`src/rtl/core/lfs_pkg.sv`:
```
// Shared types and constants of the length-prefixed frame splitter.
package lfs_pkg;

  localparam logic [7:0] TYPE_SHORT = 8'hC1;
  localparam logic [7:0] TYPE_LONG = 8'hC2;

  localparam logic [15:0] HDR_SHORT = 16'd3;
  localparam logic [15:0] HDR_LONG = 16'd4;

  localparam logic [15:0] MAX_LEN_RESET = 16'd8192;

  localparam logic [1:0] ERR_NONE = 2'd0;
  localparam logic [1:0] ERR_BAD_TYPE = 2'd1;
  localparam logic [1:0] ERR_BAD_LEN = 2'd2;

  localparam int QUEUE_DEPTH = 4;
  localparam int QPTR_W = $clog2(QUEUE_DEPTH);
  localparam int QCNT_W = $clog2(QUEUE_DEPTH + 1);

  typedef struct packed {
    logic [7:0]  b0;
    logic [7:0]  b1;
    logic [7:0]  b2;
    logic [7:0]  b3;
    logic [7:0]  cmd;
    logic [15:0] len;
    logic        hdr;
    logic        long_hdr;
    logic        last;
    logic [1:0]  err;
  } job_t;

endpackage

```
`src/rtl/core/lfs_front.sv`:
```
// Front part: parses the byte stream and issues release jobs.
module lfs_front (
  input  logic          clk,
  input  logic          rst,
  input  logic          accept,
  input  logic [7:0]    rx_byte,
  input  logic          cfg_write,
  input  logic [15:0]   cfg_data,
  output logic          job_push,
  output lfs_pkg::job_t job
);
  import lfs_pkg::*;

  typedef enum logic [2:0] {
    PH_TYPE, PH_LEN_A, PH_LEN_B, PH_CMD, PH_BODY, PH_DEAD
  } phase_t;

  phase_t      phase;
  phase_t      phase_next;
  logic        long_header;
  logic [15:0] length_reg;
  logic [15:0] bytes_seen;
  logic [7:0]  held0;
  logic [7:0]  held1;
  logic [7:0]  held2;
  logic [7:0]  command_reg;
  logic [15:0] max_len;
  logic [15:0] hdr_len;
  logic [15:0] seen_next;
  logic        bad_len;
  logic        body_last;

  assign hdr_len = long_header ? HDR_LONG : HDR_SHORT;
  assign seen_next = bytes_seen + 16'd1;
  assign bad_len = (length_reg < hdr_len) || (length_reg > max_len);
  assign body_last = (seen_next >= length_reg);

  always_comb begin
    job_push = 1'b0;
    job = '0;
    phase_next = phase;
    case (phase)
      PH_TYPE: begin
        if (rx_byte == TYPE_SHORT || rx_byte == TYPE_LONG) begin
          phase_next = PH_LEN_A;
        end else begin
          job_push = accept;
          job.b0 = rx_byte;
          job.last = 1'b1;
          job.err = ERR_BAD_TYPE;
          phase_next = PH_DEAD;
        end
      end
      PH_LEN_A: begin
        phase_next = long_header ? PH_LEN_B : PH_CMD;
      end
      PH_LEN_B: begin
        phase_next = PH_CMD;
      end
      PH_CMD: begin
        job_push = accept;
        job.cmd = rx_byte;
        job.len = length_reg;
        if (bad_len) begin
          job.b0 = held0;
          job.last = 1'b1;
          job.err = ERR_BAD_LEN;
          phase_next = PH_DEAD;
        end else begin
          job.b0 = held0;
          job.b1 = held1;
          job.b2 = held2;
          job.b3 = rx_byte;
          job.hdr = 1'b1;
          job.long_hdr = long_header;
          job.last = (length_reg == hdr_len);
          job.err = ERR_NONE;
          phase_next = (length_reg == hdr_len) ? PH_TYPE : PH_BODY;
        end
      end
      PH_BODY: begin
        job_push = accept;
        job.b0 = rx_byte;
        job.cmd = command_reg;
        job.len = length_reg;
        job.last = body_last;
        job.err = ERR_NONE;
        phase_next = body_last ? PH_TYPE : PH_BODY;
      end
      default: begin
        phase_next = PH_DEAD;
      end
    endcase
  end

  always_ff @(posedge clk) begin
    if (rst) begin
      phase <= PH_TYPE;
      long_header <= 1'b0;
      length_reg <= '0;
      bytes_seen <= '0;
      command_reg <= '0;
      max_len <= MAX_LEN_RESET;
    end else begin
      if (cfg_write) begin
        max_len <= cfg_data;
      end
      if (accept) begin
        phase <= phase_next;
        case (phase)
          PH_TYPE: begin
            long_header <= (rx_byte == TYPE_LONG);
          end
          PH_LEN_A: begin
            length_reg <= long_header ? {rx_byte, 8'h00} : {8'h00, rx_byte};
          end
          PH_LEN_B: begin
            length_reg <= length_reg | {8'h00, rx_byte};
          end
          PH_CMD: begin
            command_reg <= rx_byte;
            if (!bad_len) begin
              bytes_seen <= hdr_len;
            end
          end
          PH_BODY: begin
            bytes_seen <= seen_next;
          end
          default: begin
          end
        endcase
      end
    end
  end

  always_ff @(posedge clk) begin
    if (accept) begin
      case (phase)
        PH_TYPE: held0 <= rx_byte;
        PH_LEN_A: held1 <= rx_byte;
        PH_LEN_B: held2 <= rx_byte;
        default: begin
        end
      endcase
    end
  end

endmodule

```
`src/rtl/core/lfs_queue.sv`:
```
// Short job queue between the front and back parts.
module lfs_queue (
  input  logic          clk,
  input  logic          rst,
  input  logic          wr_en,
  input  lfs_pkg::job_t wr_job,
  input  logic          rd_en,
  output lfs_pkg::job_t rd_job,
  output logic          full,
  output logic          empty
);
  import lfs_pkg::*;

  job_t              mem [QUEUE_DEPTH];
  logic [QPTR_W-1:0] wr_ptr;
  logic [QPTR_W-1:0] rd_ptr;
  logic [QCNT_W-1:0] count;

  assign full = (count == QCNT_W'(QUEUE_DEPTH));
  assign empty = (count == '0);
  assign rd_job = mem[rd_ptr];

  always_ff @(posedge clk) begin
    if (wr_en) begin
      mem[wr_ptr] <= wr_job;
    end
  end

  always_ff @(posedge clk) begin
    if (rst) begin
      wr_ptr <= '0;
      rd_ptr <= '0;
      count <= '0;
    end else begin
      if (wr_en) begin
        wr_ptr <= (wr_ptr == QPTR_W'(QUEUE_DEPTH - 1)) ? '0 : wr_ptr + 1'b1;
      end
      if (rd_en) begin
        rd_ptr <= (rd_ptr == QPTR_W'(QUEUE_DEPTH - 1)) ? '0 : rd_ptr + 1'b1;
      end
      count <= count + QCNT_W'(wr_en) - QCNT_W'(rd_en);
    end
  end

`ifndef ASSERT_OFF
  a_no_overflow: assert property (@(posedge clk) disable iff (rst)
    full && !rd_en |-> !wr_en)
    else $error("job queue overflow");
  a_no_underflow: assert property (@(posedge clk) disable iff (rst)
    empty |-> !rd_en)
    else $error("job queue underflow");
  a_count_bound: assert property (@(posedge clk) disable iff (rst)
    count <= QCNT_W'(QUEUE_DEPTH))
    else $error("job queue count out of range");
`endif

endmodule

```
`src/rtl/core/lfs_back.sv`:
```
// Back part: expands jobs into result items, one per cycle while pop is high.
module lfs_back (
  input  logic          clk,
  input  logic          rst,
  input  logic          q_empty,
  input  lfs_pkg::job_t q_job,
  output logic          q_pop,
  input  logic          pop,
  output logic          empty,
  output logic [7:0]    frame_byte,
  output logic [7:0]    command_code,
  output logic [15:0]   frame_length,
  output logic          first_flag,
  output logic          last_flag,
  output logic [1:0]    error_code
);
  import lfs_pkg::*;

  job_t       cur;
  logic       busy;
  logic [1:0] idx;
  logic [1:0] idx_last;
  logic       at_end;
  logic       take;

  assign idx_last = cur.hdr ? (cur.long_hdr ? 2'd3 : 2'd2) : 2'd0;
  assign at_end = (idx == idx_last);
  assign take = pop && busy;
  assign q_pop = !q_empty && (!busy || (take && at_end));
  assign empty = !busy;

  always_comb begin
    case (idx)
      2'd0: frame_byte = cur.b0;
      2'd1: frame_byte = cur.b1;
      2'd2: frame_byte = cur.long_hdr ? cur.b2 : cur.b3;
      default: frame_byte = cur.b3;
    endcase
  end

  assign command_code = cur.cmd;
  assign frame_length = cur.len;
  assign first_flag = cur.hdr && (idx == 2'd0);
  assign last_flag = cur.last && at_end;
  assign error_code = cur.err;

  always_ff @(posedge clk) begin
    if (rst) begin
      busy <= 1'b0;
      idx <= '0;
    end else if (q_pop) begin
      busy <= 1'b1;
      idx <= '0;
    end else if (take) begin
      if (at_end) begin
        busy <= 1'b0;
      end else begin
        idx <= idx + 2'd1;
      end
    end
  end

  always_ff @(posedge clk) begin
    if (q_pop) begin
      cur <= q_job;
    end
  end

`ifndef ASSERT_OFF
  a_idx_bound: assert property (@(posedge clk) disable iff (rst)
    busy |-> idx <= idx_last)
    else $error("item index past end of job");
  a_load_idle: assert property (@(posedge clk) disable iff (rst)
    !busy && !q_empty |=> busy && idx == 2'd0)
    else $error("waiting job not loaded");
  a_hold_stall: assert property (@(posedge clk) disable iff (rst)
    busy && !pop |=> busy && $stable(idx))
    else $error("result item changed while stalled");
`endif

endmodule

```
`src/rtl/core/length_prefixed_frame_splitter.sv`:
```
// Top level of the length-prefixed frame splitter.
// Takes one received byte per cycle while full is low and gives one result item per
// cycle while pop is high. The front parser releases a frame's header (3 or 4 items)
// when the command byte arrives; a 4-entry job queue and the back expander absorb that
// burst, so with pop held high the sustained rate is one byte per cycle in and out,
// set by the one-item-per-cycle back expander. Each job passes through the queue and the
// back expander's job register before its items reach the ports. A bad type byte or an
// out-of-range length gives one error item and the block then discards input until reset.
// cfg_ready is always high; a new maximum length applies from the next length check.
module length_prefixed_frame_splitter (
  input  logic        clk,
  input  logic        rst,
  input  logic        push,
  output logic        full,
  input  logic [7:0]  rx_byte,
  input  logic        cfg_valid,
  output logic        cfg_ready,
  input  logic [15:0] cfg_data,
  output logic        empty,
  input  logic        pop,
  output logic [7:0]  frame_byte,
  output logic [7:0]  command_code,
  output logic [15:0] frame_length,
  output logic        first_flag,
  output logic        last_flag,
  output logic [1:0]  error_code
);
  import lfs_pkg::*;

  logic accept;
  logic job_push;
  job_t job;
  job_t q_job;
  logic q_empty;
  logic q_pop;

  assign cfg_ready = 1'b1;
  assign accept = push && !full;

  lfs_front u_front (
    .clk       (clk),
    .rst       (rst),
    .accept    (accept),
    .rx_byte   (rx_byte),
    .cfg_write (cfg_valid && cfg_ready),
    .cfg_data  (cfg_data),
    .job_push  (job_push),
    .job       (job)
  );

  lfs_queue u_queue (
    .clk    (clk),
    .rst    (rst),
    .wr_en  (job_push),
    .wr_job (job),
    .rd_en  (q_pop),
    .rd_job (q_job),
    .full   (full),
    .empty  (q_empty)
  );

  lfs_back u_back (
    .clk          (clk),
    .rst          (rst),
    .q_empty      (q_empty),
    .q_job        (q_job),
    .q_pop        (q_pop),
    .pop          (pop),
    .empty        (empty),
    .frame_byte   (frame_byte),
    .command_code (command_code),
    .frame_length (frame_length),
    .first_flag   (first_flag),
    .last_flag    (last_flag),
    .error_code   (error_code)
  );

endmodule
```
`config.mk`:
```
export PLATFORM = sky130hd
export DESIGN_NAME = length_prefixed_frame_splitter
export DESIGN_NICKNAME = d
export VERILOG_FILES = /design/src/rtl/core/lfs_pkg.sv /design/src/rtl/core/lfs_front.sv /design/src/rtl/core/lfs_queue.sv /design/src/rtl/core/lfs_back.sv /design/src/rtl/core/length_prefixed_frame_splitter.sv
export SDC_FILE = /design/constraint.sdc
export NUM_CORES = 1
export LEC_CHECK = 0
export ABC_AREA = 1
export BUFFER_PORTS_ARGS = -buffer_cell sky130_fd_sc_hd__clkbuf_2
export CORE_AREA = 2 2 182 256
export DETAILED_ROUTE_END_ITERATION = 10
export DIE_AREA = 0 0 184 258
export GPL_ROUTABILITY_DRIVEN = 1
export PLACE_DENSITY = 0.58
export SLEW_MARGIN = 20
export SYNTH_ARGS = -nofsm -noshare
export SYNTH_HDL_FRONTEND = slang
export SYNTH_HIERARCHICAL = 1
export SYNTH_SLANG_ARGS = --single-unit
```
`constraint.sdc`:
```
create_clock -name clk -period 10.22 [get_ports clk]
set_input_delay 0.511 -clock clk [delete_from_list [all_inputs] [get_ports clk]]
set_output_delay 0.511 -clock clk [all_outputs]
set_load 0.02 [all_outputs]
```
==> impl_results.md, run 1 <==
* Gate power share at approximately a quarter
* Worst Path Arrival at 3.87 ns
* Post-route minimum period at 3.72 ns
* CTS tree: done
* Crit path launch type: flip-flop
* Run status: finished, final reports clean
* Worst vdd ir at ~0.18 mV
* Top cell type's share of synthesized area at 55.2%
* Crit Path Category: flip-flop to flip-flop
* Yosys cell types at 47
* Placed wire-length estimate at ~25000 um
* Clock network power share at 27.0%
* Fill count at 4323
* Req. time, crit path at 10.37 ns
* Port bufs at 66
* Asr flop ratio synth at 0%
* Die area at 47500 um2
* Mapped Nets at ~1700
* Worst relative slew slack at 24.5%
* Slew @ Worst Pin at 1.12 ns
* Max-Cap Viols at 0
* Vias per cell at 4.92
* Ranking of synthesized cells by area: edfxtp_1, dfxtp_1, nand2_1
* Largest registers: u_queue/mem: 244 flops, u_back/cur: 35 flops
* Max FFs per register at 244
* Final setup TNS at 0 ns
* Hold Crit Class: input pin to flip-flop
* Global-route wire length before repair at between 50000 and 60000 um
* Largest net degree at the start of global routing at 177
* Post_cts resized at 0
* Seq. cell area at 11300 um2
* Std-Cell Rows at 93
* Total GRT Usage at about 16%
* H-Tree Depth at 2
* Multi-input gate area at 4860 um2
* CTS sink cnt at 401
* Vias in the first global route at approximately 11000
* Core Box Area at 45400 um2
* CTS Buffer Depth at 3
* # diodes at 0
* Final setup vio count at 0
* Achievable clock frequency at 269 MHz
* Pint at 0.00333 W
* CTS Buf Count at 38
* R2r setup slk at 6.50 ns
* Drt pass-1 iters at 5
* Post-synth top flop: edfxtp_1
* RSZ-0062 raised after global routing: no
* Post-route ant nets at 0
* Area delta synth->final at 8.82%
* Period utilisation layout at 36.4%
* Fin. Hold Viols at 0
* Psw at 0.00165 W
* Final-report max-slew violation count at 0
* Most flops, register: u_queue/mem
* WHS at 0.213 ns
* Clock slew at reported path FFs at 0.06 ns
* Synth Area per Inst at 11.0 um2
* Hold Path Origin: cfg_data[13]
* Die height at 258 um
* Sequential fraction of design power at around 48%
* Worst-Skew Late Latency at 0.55 ns
* Mean routed wirelength per cell at 16.9 um
* Hold Buf Count CTS at 0
* Initial Util at 39.5%
* Hold Path Depth at 3
* Post-synth EDFFs at 329
* Cell Area, Synth at between 15000 and 20000 um2
* Worst R2R Path Depth at 8
* Ports at 68
* Antenna violations before repair at 0
* Seq/Total Area, Yosys at 63.2%
* Chip width at approximately 180 um
* Layout Cells excl Fill at 2247
* FF-to-FF End: u_queue/mem[3][17]
* Number of remaining DRC errors at 0
* Routed WL at between 30000 and 40000 um
* WHS Endpoint: u_front/max_len[13]
* Top post-synthesis cells by count: edfxtp_1, nand2_1, inv_1
* GPL Wtd Cong at 0.936
* Total Nets Final at between 1500 and 2000
* Share of layout cells above drive strength 1 at about an eighth
* Clk Tree Root Cell: clkbuf_16
* Final Cell Area at 19500 um2
* Pwr per Cell Area at 255 nW/um2
* Post-route core utilization at 42.9%
* Sw Ratio at between 30% and 40%
* Register bit total from synthesis at 401
* Final Skew at about 0.021 ns
* Placed Instances at 2178
* Crit path max fanout at 52
* Yosys top cell by area: edfxtp_1
* Mapped Cells at 1626
* Critical path capture point type: flip-flop
* Residual overflow from global routing at 0
* DRT iter0 DRCs at 768
* Ys Warns at 6
* Post-DP Area at 18300 um2
* Cell with the most instances after synthesis: edfxtp_1
* Leak at 7.65 nW
* Reg-to-Reg Start: u_front/phase[0]
* Setup Buffers After CTS at 0
* Vias at about 11000
[layout by cell type (no fill, tap or decap), types with 2 or more instances in the layout]
cell type | Yosys | layout
edfxtp_1 | 329 | 329
nand2_1 | 275 | 275
inv_1 | 263 | 258
nor2_1 | 131 | 131
a21oi_1 | 124 | 124
dfxtp_1 | 72 | 70
clkbuf_2 | 0 | 66
o21ai_0 | 66 | 66
o211ai_2 | 61 | 61
ha_1 | 47 | 47
o21ai_1 | 41 | 41
clkbuf_16 | 0 | 39
nand3_1 | 39 | 39
clkbuf_1 | 14 | 14
nand4_1 | 9 | 9
nor3_1 | 9 | 9
inv_2 | 3 | 8
a22o_1 | 8 | 8
o22ai_1 | 8 | 8
buf_4 | 33 | 7
xor2_1 | 7 | 7
nand3_2 | 6 | 6
nor2_2 | 5 | 5
clkinv_2 | 0 | 5
clkinv_1 | 1 | 5
nand2_2 | 5 | 5
clkbuf_8 | 1 | 3
nor4_1 | 3 | 3
nand3b_1 | 3 | 3
clkinv_8 | 0 | 2
a31oi_1 | 2 | 2
nor2_4 | 2 | 2
nor3_2 | 2 | 2
dfxtp_4 | 0 | 2
[how the worst max path moves through the flow]
stage                startpoint                 end  slack (ns)  cells after the start
6_report       u_front/phase[0]  u_queue/mem[3][17]        6.50                      8
5_1_grt        u_front/phase[0]  u_queue/mem[3][11]        6.14                      8
4_1_cts        u_front/phase[0]  u_queue/mem[3][17]        6.45                      8
3_5_place_dp   u_front/phase[0]  u_queue/mem[3][23]        6.47                      8
3_3_place_gp   u_front/phase[0]  u_queue/mem[3][28]        6.57                      8
2_1_floorplan     u_back/cur[4]    u_queue/count[1]        6.87                     13
[power groups by stage]
stage / clock, W / combinational [W] / sequential, W
6_report: 0.00134 / 0.00127 / 0.00237
5_1_grt: 0.00143 / 0.00143 / 0.00240
4_1_cts: 0.00138 / 0.00129 / 0.00238
3_5_place_dp: 0 / 0.00129 / 0.00241
3_3_place_gp: 0 / 0.00126 / 0.00240
2_1_floorplan: 0 / 0.00114 / 0.00228
[metrics by stage]
step                setup WS [ns]  total power, W
floorplan                    6.87         0.00342
global placement             6.57         0.00366
detailed placement           6.47         0.00370
CTS                          6.45         0.00505
global route                 6.14         0.00526
finish                       6.50         0.00498
[worst max-delay path, stage by stage (launching register included)]
cell     delay, ns
dfxtp_1       0.35
nor2_1        0.16
nand2_1       0.48
inv_2         0.40
nor2_4        0.16
a21oi_1       0.66
nand2_1       0.13
inv_2         0.23
buf_4         0.68
[metal layers]
layer / routed length (um) / up-vias / track usage, %
li1: - / 5476 / -
met3: 1520 / 83 / 2.44
met4: 1450 / 0 / 6.64
met5: 0 / - / 0
met1: 15400 / 5241 / 18.7
met2: 19700 / 247 / 29.4
[kinds of logic (layout without fill, tap and decap cells)]
| kind of cell | count (synthesis) | in the layout | synth area share [%] |
|---|---|---|---|
| AND/OR/NAND/NOR | 495 | 495 | 11.7 |
| flip-flops | 401 | 401 | 63.2 |
| buffers and inverters | 359 | 410 | 9.62 |
| AO/OA/AOI/OAI | 314 | 314 | 11.6 |
| adder cells (fa/ha/maj) | 48 | 48 | 3.40 |
| XOR/XNOR | 8 | 8 | 0.391 |
| other | 1 | 1 | 0.0209 |
[layout make-up]
class                           count  share of cell area [%]
Clock buffer                       56                    5.49
Timing Repair Buffer               74                    2.07
Clock inverter                     13                   0.552
Tap cell                          570                    3.66
Sequential cell                   401                    58.1
Inverter                          267                    5.14
Multi-Input combinational cell    866                    25.0
Note: power is estimated with default switching activity, not from simulation.
==> inputs of run 2 (changes only) <==
--- a/config.mk
+++ b/config.mk
@@ -5,13 +5,13 @@
 export SDC_FILE = /design/constraint.sdc
 export NUM_CORES = 1
 export LEC_CHECK = 0
-export ABC_AREA = 1
+export ABC_AREA = 0
 export BUFFER_PORTS_ARGS = -buffer_cell sky130_fd_sc_hd__clkbuf_2
-export CORE_AREA = 2 2 182 256
+export CORE_AREA = 2 2 177 249
 export DETAILED_ROUTE_END_ITERATION = 10
-export DIE_AREA = 0 0 184 258
+export DIE_AREA = 0 0 179 251
 export GPL_ROUTABILITY_DRIVEN = 1
-export PLACE_DENSITY = 0.58
+export PLACE_DENSITY = 0.6
 export SLEW_MARGIN = 20
 export SYNTH_ARGS = -nofsm -noshare
 export SYNTH_HDL_FRONTEND = slang
==> constraint.sdc (replaced) <==
create_clock -name clk -period 3 [get_ports clk]
set_input_delay 0.15 -clock clk [delete_from_list [all_inputs] [get_ports clk]]
set_output_delay 0.15 -clock clk [all_outputs]
set_load 0.02 [all_outputs]
==> run 2 against run 1 <==
  * Cell count decreased by 21%
  * Area after synthesis decreased by 5.8%
  * Die area is 5.4% lower
  * Hold slack lost 0.14 ns
  * Flip-flop and latch count did not move
  * Clock power rose to 3.4 times the previous value
  * Wire length decreased by 4.2%
  * Non-clock buffer count is 83 higher
  * Critical path depth up 3
  * Core utilization rose by 2.8 points
  * Register-to-register slack lost 6.4 ns
  * Largest cell class unchanged
==> impl_results.md, run 2 <==
* Final setup TNS at 0 ns (unchanged)
* Crit Path Category: flip-flop to flip-flop (unchanged)
* Worst-Skew Late Latency at 0.54 ns (was 0.55 ns)
* Crit path max fanout at 4 (was 52)
* Yosys cell types at 84 (was 47)
* Std-Cell Rows at 90 (was 93)
* Most flops, register: u_queue/mem (unchanged)
* Core Box Area at 42700 um2 (was 45400 um2)
* Final setup vio count at 0 (unchanged)
* Largest registers: u_queue/mem: 244 flops, u_back/cur: 35 flops (unchanged)
* Req. time, crit path at 3.26 ns (was 10.37 ns)
* Routed WL at 36400 um (was 38100 um)
* Clk Tree Root Cell: clkbuf_16 (unchanged)
* Simple-gate share of the synthesized area at 8.54% (was 11.7%)
* Max-Cap Viols at 0 (unchanged)
* Mean routed wirelength per cell at 20.4 um (was 16.9 um)
* Vias in the first global route at 9689 (was 10700)
* Largest family of logic cells by synthesized area: multiplexers (was simple AND/OR/NAND/NOR gates)
* Most common cell after layout, fill and taps aside: edfxtp_1 (unchanged)
* Total GRT Usage at 16.7% (was 16.1%)
* Post-synth EDFFs at 329 (unchanged)
* Total Nets Final at 1282 (was 1725)
* Period utilisation layout at 95.5% (was 36.4%)
* CTS sink cnt at 401 (unchanged)
* Hold Path Origin: rx_byte[6] (was cfg_data[13])
* # diodes at 0 (unchanged)
* Critical path capture point type: flip-flop (unchanged)
* Post-route core utilization at 45.7% (was 42.9%)
* Post-DP Area at 18100 um2 (was 18300 um2)
* CTS Buffer Depth at 3 (unchanged)
* Mapped Nets at 1162 (was 1703)
* Yosys top cell by area: edfxtp_1 (unchanged)
* Compound-Gate Fraction of Synth Area at 6.19% (was 11.6%)
* Port bufs at 66 (unchanged)
* Fill count at 3722 (was 4323)
* Mapped Cells at 1085 (was 1626)
* Crit path from: u_front/bytes_seen[0] (was u_front/phase[0])
* Die area at 44900 um2 (was 47500 um2)
* CTS tree: done (unchanged)
* H-Tree Depth at 2 (unchanged)
* Hold Crit Class: input pin to flip-flop (unchanged)
* Reg-to-Reg Start: u_front/bytes_seen[0] (was u_front/phase[0])
* Run status: finished, final reports clean (unchanged)
* Final Cell Area at 19500 um2 (about the same)
* Largest net degree at the start of global routing at 67 (was 177)
* Top post-synthesis cells by count: edfxtp_1, dfxtp_1, mux4_2, nor2_1, nand2_1 (was edfxtp_1, nand2_1, inv_1)
* Cell Area, Synth at 16900 um2 (was 17900 um2)
* Worst relative slew slack at 51.0% (was 24.5%)
* Synth Area in XOR/XNOR at 0.971% (was 0.391%)
* Fin. Hold Viols at 0 (unchanged)
* Top cell type's share of synthesized area at 58.6% (was 55.2%)
* Register bit total from synthesis at 401 (unchanged)
* Antenna violations before repair at 1 (was 0)
* Chip width at 179 um (was 184 um)
* Pwr per Cell Area at 819 nW/um2 (was 255 nW/um2)
* Number of remaining DRC errors at 0 (unchanged)
* Max FFs per register at 244 (unchanged)
* Share of layout cells above drive strength 1 at 25.5% (was 13.2%)
* WHS at 0.0734 ns (was 0.213 ns)
* GPL Wtd Cong at 0.854 (was 0.936)
* Ranking of synthesized cells by area: edfxtp_1, dfxtp_1, mux4_2 (was edfxtp_1, dfxtp_1, nand2_1)
* Worst vdd ir at 0.466 mV (was 0.176 mV)
* Cell with the most instances after synthesis: edfxtp_1 (unchanged)
* Synth Area per Inst at 15.6 um2 (was 11.0 um2)
* Final Skew at 0.0224 ns (was 0.0205 ns)
* Worst Path Arrival at 3.13 ns (was 3.87 ns)
* Vias at 9485 (was 11000)
* Leak at 7.12 nW (was 7.65 nW)
* Asr flop ratio synth at 0% (unchanged)
* Slew @ Worst Pin at 0.734 ns (was 1.12 ns)
* Drt pass-1 iters at 6 (was 5)
* Seq/Total Area, Yosys at 67.1% (was 63.2%)
* Ys Warns at 6 (unchanged)
* DRT iter0 DRCs at 703 (was 768)
* Post-synthesis mux area share at 9.36% (was 0%)
* Placed wire-length estimate at 24400 um (was 25000 um)
* CTS Buf Count at 38 (unchanged)
* Global-route wire length before repair at 56500 um (was 58800 um)
* Achievable clock frequency at 349 MHz (was 269 MHz)
* Die height at 251 um (was 258 um)
* Residual overflow from global routing at 0 (unchanged)
* Most frequent cells in the layout: edfxtp_1, clkbuf_2, buf_4, dfxtp_1, mux4_2 (was edfxtp_1, nand2_1, inv_1, nor2_1, a21oi_1)
* Final-report max-slew violation count at 0 (unchanged)
* Synth Area in Adders at 3.60% (was 3.40%)
* Clock slew at reported path FFs at 0.07 ns (was 0.06 ns)
* Vias per cell at 5.31 (was 4.92)
* Initial Util at 39.5% (about the same)
* Post-route minimum period at 2.86 ns (was 3.72 ns)
* Area delta synth->final at 15.7% (was 8.82%)
* Crit path launch type: flip-flop (unchanged)
* Post-route ant nets at 0 (unchanged)
* Post-synth top flop: edfxtp_1 (unchanged)
* Ports at 68 (unchanged)
## run 2: cell types whose count changed after synthesis, moves of 41 or more
cell / change
o211ai_2: -60
inv_1: -215
nand2_1: -224
a21oi_1: -86
and2_1: +47
mux4_2: +60
nor2_1: -71
o21ai_0: -41
## run 2: logic make-up after synthesis
family / count (synthesis)
other: 1
xor gates and xnor gates: 17
muxes: 81
and+or+nand+nor: 264
buffers and inverters: 126
DFF: 401
AOI/OAI and AO/OA: 147
adders and majority gates: 48
## run 2: per-layer routing
metal	up-vias	track usage, %	wire (um)
li1	4384	-	-
met1	4789	20.4	14300
met2	226	29.5	19400
met3	84	2.04	1300
met4	2	7.02	1430
met5	-	0	13
## run 2: worst max-delay path, cell delays in order (launching register included)
cell	delay (ns)
dfxtp_2	0.36
ha_2	0.20
nand3_2	0.08
buf_4	0.16
nor3_2	0.21
and3_4	0.22
xor2_1	0.15
ha_1	0.26
o21ai_1	0.12
o21ai_0	0.09
a221o_1	0.36
a221o_1	0.37
## run 2: cell type report
class | instances | area (um2) | area share (%)
timing repair buffer | 157 | 1160 | 5.92
clock inverter | 26 | 215 | 1.10
tap | 552 | 691 | 3.54
multi-input combinational | 558 | 4960 | 25.4
sequential | 401 | 11300 | 58.1
clock buffer | 43 | 980 | 5.02
inverter | 49 | 184 | 0.942
## run 2: final timing paths
kind                                                to  slack (ns)  cells past startpoint
worst min register to register  u_front/command_reg[5]        0.45                      2
worst min-delay path               u_front/long_header        0.07                      5
worst max-delay path                 u_queue/mem[1][2]        0.14                     11
worst max register to register       u_queue/mem[1][2]        0.14                     11
## run 2: through the flow
| step | worst slack, ns | instances | total power [W] |
|---|---|---|---|
| after floorplan | -0.924 | 1085 | 0.0105 |
| after global placement | 0.0221 | 1698 | 0.0115 |
| after detailed placement | 0.00500 | 1698 | 0.0116 |
| after CTS | 0.000635 | 1784 | 0.0162 |
| after global routing | -0.00572 | 1786 | 0.0167 |
| final | 0.136 | 1786 | 0.0160 |
## run 2: power by group
group | switching, W | leakage (nW) | internal [W]
Combinational | 0.00225 | 2.58 | 0.00152
Sequential | 0.000413 | 3.94 | 0.00719
Clock | 0.00204 | 0.595 | 0.00256
## run 2: timing repair
item | CTS | global route
hold buffers | 17 | 0
endpoints found under the setup margin | 4 | 36
endpoints found under the hold margin | 18 | 0
pin swaps | 0 | 5
gates resized for setup | 3 | 19
buffers inserted | 0 | 2
